===== src/cdps_pkg.sv =====
// ----------------------------------------------------------------------------
// cdps_pkg
// Shared constants and types for the counter delta per-mille share block.
// ----------------------------------------------------------------------------
`default_nettype none

package cdps_pkg;

  // Number of counters in one set
  localparam int NUM_STATES = 10;

  // Field widths
  localparam int CNT_W   = 64;
  localparam int POS_W   = 6;
  localparam int SHARE_W = 10;

  // Index width into the per-state arrays
  localparam int IDX_W = (NUM_STATES > 1) ? $clog2(NUM_STATES) : 1;

  // Divider step counter width (one quotient bit per step)
  localparam int STEP_W = $clog2(CNT_W);

  // Position of the last counter in a set
  localparam logic [POS_W-1:0] LAST_POS = POS_W'(NUM_STATES - 1);

  // Arithmetic constants
  localparam logic [SHARE_W-1:0] SHARE_SCALE = 10'd1000;
  localparam logic [CNT_W-1:0]   SIGNED_MAX  = 64'h7FFF_FFFF_FFFF_FFFF;

  // Sequencer states, one-hot
  typedef enum logic [9:0] {
    ST_IDLE = 10'b00_0000_0001,
    ST_DIFF = 10'b00_0000_0010,
    ST_FIX  = 10'b00_0000_0100,
    ST_ACC  = 10'b00_0000_1000,
    ST_TOT  = 10'b00_0001_0000,
    ST_MUL  = 10'b00_0010_0000,
    ST_ADD  = 10'b00_0100_0000,
    ST_DIV  = 10'b00_1000_0000,
    ST_SAT  = 10'b01_0000_0000,
    ST_OUT  = 10'b10_0000_0000
  } state_t;

endpackage

`default_nettype wire


===== src/counter_delta_permille_shares_core.sv =====
// A counter that does not close a set steps through accept, diff, wrap fix and
// accumulate; the closing counter then prepares the total and computes one
// share per state before the block is ready again, each held while stalled.
// Each share runs multiply, add, the shared radix-2 restoring divider (one
// quotient bit per cycle, 64 steps), clamp and output.
// Reset (rst_n low, synchronous) clears stored counters, total and position.
// ----------------------------------------------------------------------------
// counter_delta_permille_shares_core
// Per-set counter deltas with wrap handling, followed by per-mille shares of
// the total change computed one at a time on a shared serial divider.
// ----------------------------------------------------------------------------
`default_nettype none

module counter_delta_permille_shares_core (
  input  wire logic                              clk,
  input  wire logic                              rst_n,
  // Input channel
  input  wire logic                              in_valid,
  output logic                                   in_ready,
  input  wire logic [cdps_pkg::CNT_W-1:0]        in_counter_value,
  // Result channel
  output logic                                   out_valid,
  input  wire logic                              out_ready,
  output logic [cdps_pkg::POS_W-1:0]             out_state_index,
  output logic [cdps_pkg::SHARE_W-1:0]           out_share_permille,
  output logic                                   out_last_of_run
);

  // Sequencer and datapath registers
  cdps_pkg::state_t                  state_r, state_nxt;
  logic [cdps_pkg::POS_W-1:0]        pos_r, pos_nxt;
  logic [cdps_pkg::POS_W-1:0]        sel_r, sel_nxt;
  logic [cdps_pkg::STEP_W-1:0]       cnt_r, cnt_nxt;
  logic [cdps_pkg::CNT_W-1:0]        now_r, now_nxt;
  logic [cdps_pkg::CNT_W-1:0]        diff_r, diff_nxt;
  logic [cdps_pkg::CNT_W-1:0]        total_r, total_nxt;
  logic [cdps_pkg::CNT_W-1:0]        divisor_r, divisor_nxt;
  logic [cdps_pkg::CNT_W-1:0]        prod_r, prod_nxt;
  logic [cdps_pkg::CNT_W-1:0]        rem_r, rem_nxt;
  logic [cdps_pkg::CNT_W-1:0]        num_r, num_nxt;
  logic [cdps_pkg::SHARE_W-1:0]      share_r, share_nxt;

  // Per-state storage
  logic [cdps_pkg::CNT_W-1:0]        prev_r  [cdps_pkg::NUM_STATES];
  logic [cdps_pkg::CNT_W-1:0]        delta_r [cdps_pkg::NUM_STATES];

  logic [cdps_pkg::IDX_W-1:0]        pos_idx;
  logic [cdps_pkg::IDX_W-1:0]        sel_idx;

  // Divider step
  logic [cdps_pkg::CNT_W:0]          rem_sh;
  logic [cdps_pkg::CNT_W:0]          trial;

  assign pos_idx = pos_r[cdps_pkg::IDX_W-1:0];
  assign sel_idx = sel_r[cdps_pkg::IDX_W-1:0];

  assign rem_sh = {rem_r, num_r[cdps_pkg::CNT_W-1]};
  assign trial  = rem_sh - {1'b0, divisor_r};

  // Next-state and datapath logic
  always_comb begin
    state_nxt   = state_r;
    pos_nxt     = pos_r;
    sel_nxt     = sel_r;
    cnt_nxt     = cnt_r;
    now_nxt     = now_r;
    diff_nxt    = diff_r;
    total_nxt   = total_r;
    divisor_nxt = divisor_r;
    prod_nxt    = prod_r;
    rem_nxt     = rem_r;
    num_nxt     = num_r;
    share_nxt   = share_r;

    case (state_r)
      cdps_pkg::ST_IDLE: begin
        if (in_valid) begin
          now_nxt   = in_counter_value;
          state_nxt = cdps_pkg::ST_DIFF;
        end
      end
      cdps_pkg::ST_DIFF: begin
        diff_nxt  = now_r - prev_r[pos_idx];
        state_nxt = cdps_pkg::ST_FIX;
      end
      cdps_pkg::ST_FIX: begin
        // Negative change: counter wrapped, add the signed maximum
        if (diff_r[cdps_pkg::CNT_W-1]) begin
          diff_nxt = diff_r + cdps_pkg::SIGNED_MAX;
        end
        state_nxt = cdps_pkg::ST_ACC;
      end
      cdps_pkg::ST_ACC: begin
        total_nxt = total_r + diff_r;
        if (pos_r == cdps_pkg::LAST_POS) begin
          state_nxt = cdps_pkg::ST_TOT;
        end else begin
          pos_nxt   = pos_r + 1'b1;
          state_nxt = cdps_pkg::ST_IDLE;
        end
      end
      cdps_pkg::ST_TOT: begin
        // Zero total divides by one
        divisor_nxt = (total_r == '0) ? cdps_pkg::CNT_W'(1) : total_r;
        sel_nxt     = '0;
        state_nxt   = cdps_pkg::ST_MUL;
      end
      cdps_pkg::ST_MUL: begin
        prod_nxt  = delta_r[sel_idx] * cdps_pkg::SHARE_SCALE;
        state_nxt = cdps_pkg::ST_ADD;
      end
      cdps_pkg::ST_ADD: begin
        // Rounding bias, then load the divider
        num_nxt   = prod_r + (divisor_r >> 1);
        rem_nxt   = '0;
        cnt_nxt   = '1;
        state_nxt = cdps_pkg::ST_DIV;
      end
      cdps_pkg::ST_DIV: begin
        // Restoring step: quotient bits shift into num_r
        if (!trial[cdps_pkg::CNT_W]) begin
          rem_nxt = trial[cdps_pkg::CNT_W-1:0];
          num_nxt = {num_r[cdps_pkg::CNT_W-2:0], 1'b1};
        end else begin
          rem_nxt = rem_sh[cdps_pkg::CNT_W-1:0];
          num_nxt = {num_r[cdps_pkg::CNT_W-2:0], 1'b0};
        end
        cnt_nxt = cnt_r - 1'b1;
        if (cnt_r == '0) begin
          state_nxt = cdps_pkg::ST_SAT;
        end
      end
      cdps_pkg::ST_SAT: begin
        share_nxt = (num_r > cdps_pkg::CNT_W'(cdps_pkg::SHARE_SCALE)) ?
                    cdps_pkg::SHARE_SCALE : num_r[cdps_pkg::SHARE_W-1:0];
        state_nxt = cdps_pkg::ST_OUT;
      end
      cdps_pkg::ST_OUT: begin
        if (out_ready) begin
          if (sel_r == cdps_pkg::LAST_POS) begin
            total_nxt = '0;
            pos_nxt   = '0;
            state_nxt = cdps_pkg::ST_IDLE;
          end else begin
            sel_nxt   = sel_r + 1'b1;
            state_nxt = cdps_pkg::ST_MUL;
          end
        end
      end
      default: begin
        state_nxt = cdps_pkg::ST_IDLE;
      end
    endcase
  end

  // Control registers
  always_ff @(posedge clk) begin
    if (!rst_n) begin
      state_r <= cdps_pkg::ST_IDLE;
      pos_r   <= '0;
      sel_r   <= '0;
      cnt_r   <= '0;
      total_r <= '0;
    end else begin
      state_r <= state_nxt;
      pos_r   <= pos_nxt;
      sel_r   <= sel_nxt;
      cnt_r   <= cnt_nxt;
      total_r <= total_nxt;
    end
  end

  // Payload registers
  always_ff @(posedge clk) begin
    now_r     <= now_nxt;
    diff_r    <= diff_nxt;
    divisor_r <= divisor_nxt;
    prod_r    <= prod_nxt;
    rem_r     <= rem_nxt;
    num_r     <= num_nxt;
    share_r   <= share_nxt;
  end

  // Previous counter values, cleared at reset
  always_ff @(posedge clk) begin
    if (!rst_n) begin
      for (int i = 0; i < cdps_pkg::NUM_STATES; i++) begin
        prev_r[i] <= '0;
      end
    end else if (state_r == cdps_pkg::ST_ACC) begin
      prev_r[pos_idx] <= now_r;
    end
  end

  // Stored deltas, always written before they are read
  always_ff @(posedge clk) begin
    if (state_r == cdps_pkg::ST_ACC) begin
      delta_r[pos_idx] <= diff_r;
    end
  end

  // Ports
  assign in_ready           = (state_r == cdps_pkg::ST_IDLE);
  assign out_valid          = (state_r == cdps_pkg::ST_OUT);
  assign out_state_index    = sel_r;
  assign out_share_permille = share_r;
  assign out_last_of_run    = (sel_r == cdps_pkg::LAST_POS);

endmodule

`default_nettype wire


===== config.mk =====
export PLATFORM = sky130hd
export DESIGN_NAME = counter_delta_permille_shares_core
export DESIGN_NICKNAME = d
export VERILOG_FILES = /design/src/cdps_pkg.sv /design/src/counter_delta_permille_shares_core.sv
export SDC_FILE = /design/constraint.sdc
export NUM_CORES = 2
export LEC_CHECK = 0
export ABC_AREA = 1
export BUFFER_PORTS_ARGS = -buffer_cell sky130_fd_sc_hd__buf_2
export CORE_UTILIZATION = 39
export CTS_CLUSTER_SIZE = 40
export DETAILED_ROUTE_END_ITERATION = 12
export PLACE_DENSITY_LB_ADDON = 0.1
export SLEW_MARGIN = 20
export SYNTH_ARGS = -nofsm -noshare
export SYNTH_HDL_FRONTEND = slang
export SYNTH_SLANG_ARGS = --single-unit
export TNS_END_PERCENT = 20

===== constraint.sdc =====
create_clock -name clk -period 9.33 [get_ports clk]
set_input_delay 0 -clock clk [delete_from_list [all_inputs] [get_ports clk]]
set_output_delay 0 -clock clk [all_outputs]
set_load 0.05 [all_outputs]

Word-level counts from Yosys, hierarchy flattened. Memories as Yosys holds them, arrays and structs flattened. A register that Yosys moved wholly into a read port is not among the register bits. Cells that the tools add are included.

Bits in writable memories: 1280. Output and inout port bits: 19. Memories kept: 2. Input port bits: 68. ROM bits: 0. Logic and storage cells: 92. Register bits after elaboration: 483. Bits in latches: 0.

Bitwise operators: 0. $mul: 1. Divide/modulo/power cells: 0. Mux-type cells: 35. Reductions and logical operators: 13. Add/subtract/negate cells: 8. $lt $le $gt $ge: 1. Shift-type cells: 0. Eq/ne operators: 19.

Memories: delta_r (depth 10, bits a word 64, rd ports 1, clocked after Yosys merged registers in 1, write ports 1, RTL line counter_delta_permille_shares_core.sv:45) `logic [cdps_pkg::CNT_W-1:0] delta_r [cdps_pkg::NUM_STATES];`; prev_r (depth 10, bits a word 64, rd ports 1, clocked after Yosys merged registers in 1, write ports 10, RTL line counter_delta_permille_shares_core.sv:44) `logic [cdps_pkg::CNT_W-1:0] prev_r [cdps_pkg::NUM_STATES];`.

Operator list (count): $pmux W64 S2 (4); $mux W64 (5); $pmux W10 S10 (1); $sub A65 B64 Y65 (1); $add A64 B63 Y64 (1); $add A64 B63 Y64 const B (1); $add A64 B64 Y64 (1); $gt A64 B10 Y1 const B (1); $logic_not A64 Y1 (1); $mul A64 B7 Y61 const B (1); $reduce_or A64 Y1 (1); $sub A64 B64 Y64 (1); $mux W6 (6); $pmux W6 S2 (3); $mux W10 (3); $mux W4 (5); $add A6 B1 Y6 const B (2); $eq A6 B4 Y1 const B (2); $eq A10 B1 Y1 const B (1); $eq A10 B10 Y1 const B (1); $eq A10 B2 Y1 const B (1); $eq A10 B3 Y1 const B (1); $eq A10 B4 Y1 const B (1); $eq A10 B5 Y1 const B (1); 14 further kinds (31).

Depth between registers and ports, before layout.
Depth in word-level cells: 6. Gate-level depth with buffers: 30. Depth with buffers taken out: 26.

Worst setup path after synthesis. Ideal clock, no wire load.

Kind: register to register. Start: reg state_r[0]. End: mem prev_r[13][0] (netlist bit), enable pin. Slack: 1.245 ns. Path buffers: 2. Library setup time: 0.644 ns. Required time: 8.686 ns. Data arrival time: 7.441 ns. Period minus slack after synthesis: 8.085 ns. Stages on the path, launching flop included: 10. Path through: dfxtp_1 -> nor2_1 -> inv_2 -> nor3_2 -> nand3_2 -> nor2_4 -> inv_2 -> buf_2 -> buf_2 -> nor4_1.

RTL lines: start, declared (RTL line counter_delta_permille_shares_core.sv:30) `cdps_pkg::state_t state_r, state_nxt;`; start signal, assigned (RTL line counter_delta_permille_shares_core.sv:159) `state_r <= cdps_pkg::ST_IDLE;`; start signal, assigned (RTL line counter_delta_permille_shares_core.sv:165) `state_r <= state_nxt;`; end, declared (RTL line counter_delta_permille_shares_core.sv:44).

==> qor.csv <==
stage;metric;value;unit
logic_synthesis;ys_warn_count;0;
sta;period_needed;8.27;ns
cells_and_area;design_area;134000;um^2
placement;place_area;124000;um^2
floorplan;start_util;39.3;%
global_route;grt_use_met2;50.1;%
power;leakagePower;52.7;nW
power;ir_worst_vdd;0.200;mV
logic_synthesis;postSynthNetCount;13841;
worst_setup_path;cp_data_arrival_time;8.84;ns
sta;relSlewSlack;19.9;%
logic_synthesis;synth_top_area_cell;edfxtp_1;
cells_and_area;stdcell_count;17561;
placement;dp_cells;16972;
cts;tritoncts;done;
sta;fmax;121;MHz
global_route;antenna_found_initial;9;
logic_synthesis;synth.distinct_cells;52;
drt;drt_pass1_iterations;6;
placement;dp_hpwl;326000;um
worst_setup_path;cp.required;9.90;ns
global_route;grt_pass1_wl;661000;um
cts;cts_resized;0;
floorplan;die_x;556;um
worst_hold_path;hp-class;input port to flop;
worst_setup_path;cp-start-kind;flop;
logic_synthesis;syn_area;120000;um^2
sta;finalHoldViolCount;0;
cts;cts-root-buf;clkbuf_16;
cts;clock_sinks;2125;
logic_synthesis;ys_seq_elements;2125;
cts;clk_pin_slew;0.06;ns
logic_synthesis;synthCells;13171;
cells_and_area;fillerInstances;29826;
sta;clock_skew;0.0914;ns
sta;worst_pin_slew;1.20;ns
global_route;busiest_layer;met2;
cts;clkLatencyLatePin;0.95;ns
cts;post_cts.repair.setup_buffers;0;
worst_setup_path;crit_fanout;132;
logic_synthesis;synth_top_area_share;50.8;%
logic_synthesis;async_flop_share;0;%
global_route;grtUsageMet1;38.9;%
placement;gp_congestion;0.984;
power;p_per_area;177;nW/um^2
logic_synthesis;synth-edff-count;2025;
global_route;use_met3;2.86;%
cts;cts_made_buffers;243;
outcome;outcome;completed;
global_route;grt_pass1_vias;93181;
sta;tns;0;ns
drt;vias_per_cell;5.39;
global_route;grt_max_degree;142;
sta;slew_violations;0;
cells_and_area;syn_to_final_growth;11.8;%
drt;vias;94706;
worst_setup_path;worstSetupPathType;flop to flop;
logic_synthesis;synth_area_leaders;edfxtp_1 (51%), nand2_1 (7.8%), inv_1 (6.2%);
drt;first_iter_violations;8834;
drt;final_antenna_net_count;0;
global_route;grt-ovfl-total;0;
logic_synthesis;synth_top_flop_cell;edfxtp_1;
cts;max-clock-path-buffers;4;
logic_synthesis;synth_area_per_cell;9.08;um^2
floorplan;io_pins;87;
global_route;grtUsageTotal;29.5;%
sta;rsz0062_at_grt;false;
floorplan;coreArea;304000;um^2
placement;portBuffers;86;
drt;routed_wl;463000;um
drt;drc_errors;0;
placement;preCtsSetupSlack;1.24;ns
cts;htree_levels;4;
cells_and_area;drive_gt1_share;5.16;%
sta;final.setup.worst_slack;1.06;ns
sta;period_share;88.7;%
floorplan;die_area;309000;um^2
sta;setup_viol;0;
drt;drt-wirelength-per-cell;26.4;um
floorplan;row_count;202;
cells_and_area;layout.nets;13939;
worst_setup_path;endpoint_kind;flop;
floorplan;die_y;556;um
logic_synthesis;ys_seq_area_share;52.5;%
job;maxCapViolations;0;
## cell usage after synthesis, types with 30 or more instances
library cell  count
buf_2           109
o21bai_1         49
fa_1            223
dfxtp_1         100
xor2_1          103
inv_1          1966
or2_2            31
ha_1            379
nor3_1           87
edfxtp_1       2025
nand4_1         113
o22ai_1          53
clkbuf_1        333
nor2_1         1908
nand3_1         560
nand3b_1         30
nor4_1           54
a21oi_1         786
nand2_1        2483
o211ai_1        305
mux2i_1         252
o221ai_1         70
o21ai_0         945
## report_power, final
group	leakage, nW	switching, mW	total, mW	internal (mW)
registers	20.0	0.433	11.3	10.8
clock network	3.83	4.14	9.63	5.49
logic	28.9	2.05	2.78	0.723
total	52.7	6.63	23.7	17.0
## path summary, 6_finish.rpt
| kind | slack (ns) | cells after the start | startpoint | to |
|---|---|---|---|---|
| worst max-delay path | 1.06 | 20 | flop | prod_r[36]$_DFFE_PP_ |
| worst min-delay path | 0.20 | 7 | out_ready | pos_r[5]$_SDFFE_PN0P_ |
| worst max register to register | 1.06 | 20 | flop | prod_r[36]$_DFFE_PP_ |
| worst min register to register | 0.50 | 2 | pos_r[5]$_SDFFE_PN0P_ | pos_r[5]$_SDFFE_PN0P_ |
## repair_timing
action                                  CTS  global route
endpoints found under the setup margin    0             0
hold buffers                            132             0
hold endpoints to repair                116             0
## layer usage
metal  vias up  wire, um
met5         -        27
met1     46841    199000
met4         4     18600
met3       643     23300
li1      44231         -
met2      2987    222000
## layout make-up
cell class / count / area (um^2) / area share, %
Tap cell: 4080 / 5100 / 3.82
Sequential cell: 2125 / 62800 / 47.0
Clock buffer: 289 / 6350 / 4.75
Clock inverter: 161 / 1580 / 1.18
Antenna cell: 7 / 17.5 / 0.0131
Multi-Input combinational cell: 8561 / 47400 / 35.4
Timing Repair Buffer: 354 / 2950 / 2.21
Inverter: 1984 / 7470 / 5.59
## cell usage in the layout (no fill, tap or decap), drive strengths merged, types with 222 or more instances in the layout
master	count
clkbuf	289
mux2i	252
a21oi	786
o21ai	945
ha	379
buf	222
nand3	562
edfxtp	2025
o211ai	305
nand2	2492
inv	1987
fa	223
nor2	1916
## critical path: stages, from the launching register on
cell      delay, ns
dfxtp_4        0.52
inv_8          0.56
buf_4          0.84
o21ai_0        0.21
o221ai_1       0.21
o211ai_1       0.11
o21ai_0        0.14
buf_4          0.22
fa_1           0.42
inv_1          0.10
fa_1           0.41
fa_1           0.50
fa_1           0.62
inv_1          0.07
ha_1           0.39
a21oi_1        0.11
nand2_1        0.17
a21boi_0       0.24
o21ai_0        0.89
a21oi_1        0.41
xnor2_1        0.66
## kinds of logic after synthesis
group / synth area share, %
DFF: 52.5
AOI/OAI and AO/OA: 10.6
buffers and inverters: 8.14
xor gates and xnor gates: 0.945
and+or+nand+nor: 18.0
adders and majority gates: 7.70
muxes: 2.11
## stage by stage
step	total power, mW	hold WS, ns	util [%]
floorplan	12.8	0.0989	-
global placement	14.1	0.177	40.9
detailed placement	14.1	0.178	40.9
CTS	23.8	0.165	44.0
global route	24.4	0.248	44.0
finish	23.7	0.199	44.0
## flip-flops by register name, indices dropped and copies added, names as in the netlist, named ones only
| register | flops |
|---|---|
| now_r | 64 |
| num_r | 64 |
| cnt_r | 6 |
| out_state_index | 6 |
| pos_r | 6 |
| out_share_permille | 10 |
| state_r | 10 |
| total_r | 64 |
| diff_r | 64 |
| divisor_r | 64 |
| delta_r | 610 |
| prod_r | 61 |
| rem_r | 64 |
| prev_r | 1024 |
No activity file was read; power rests on OpenSTA's default activity.
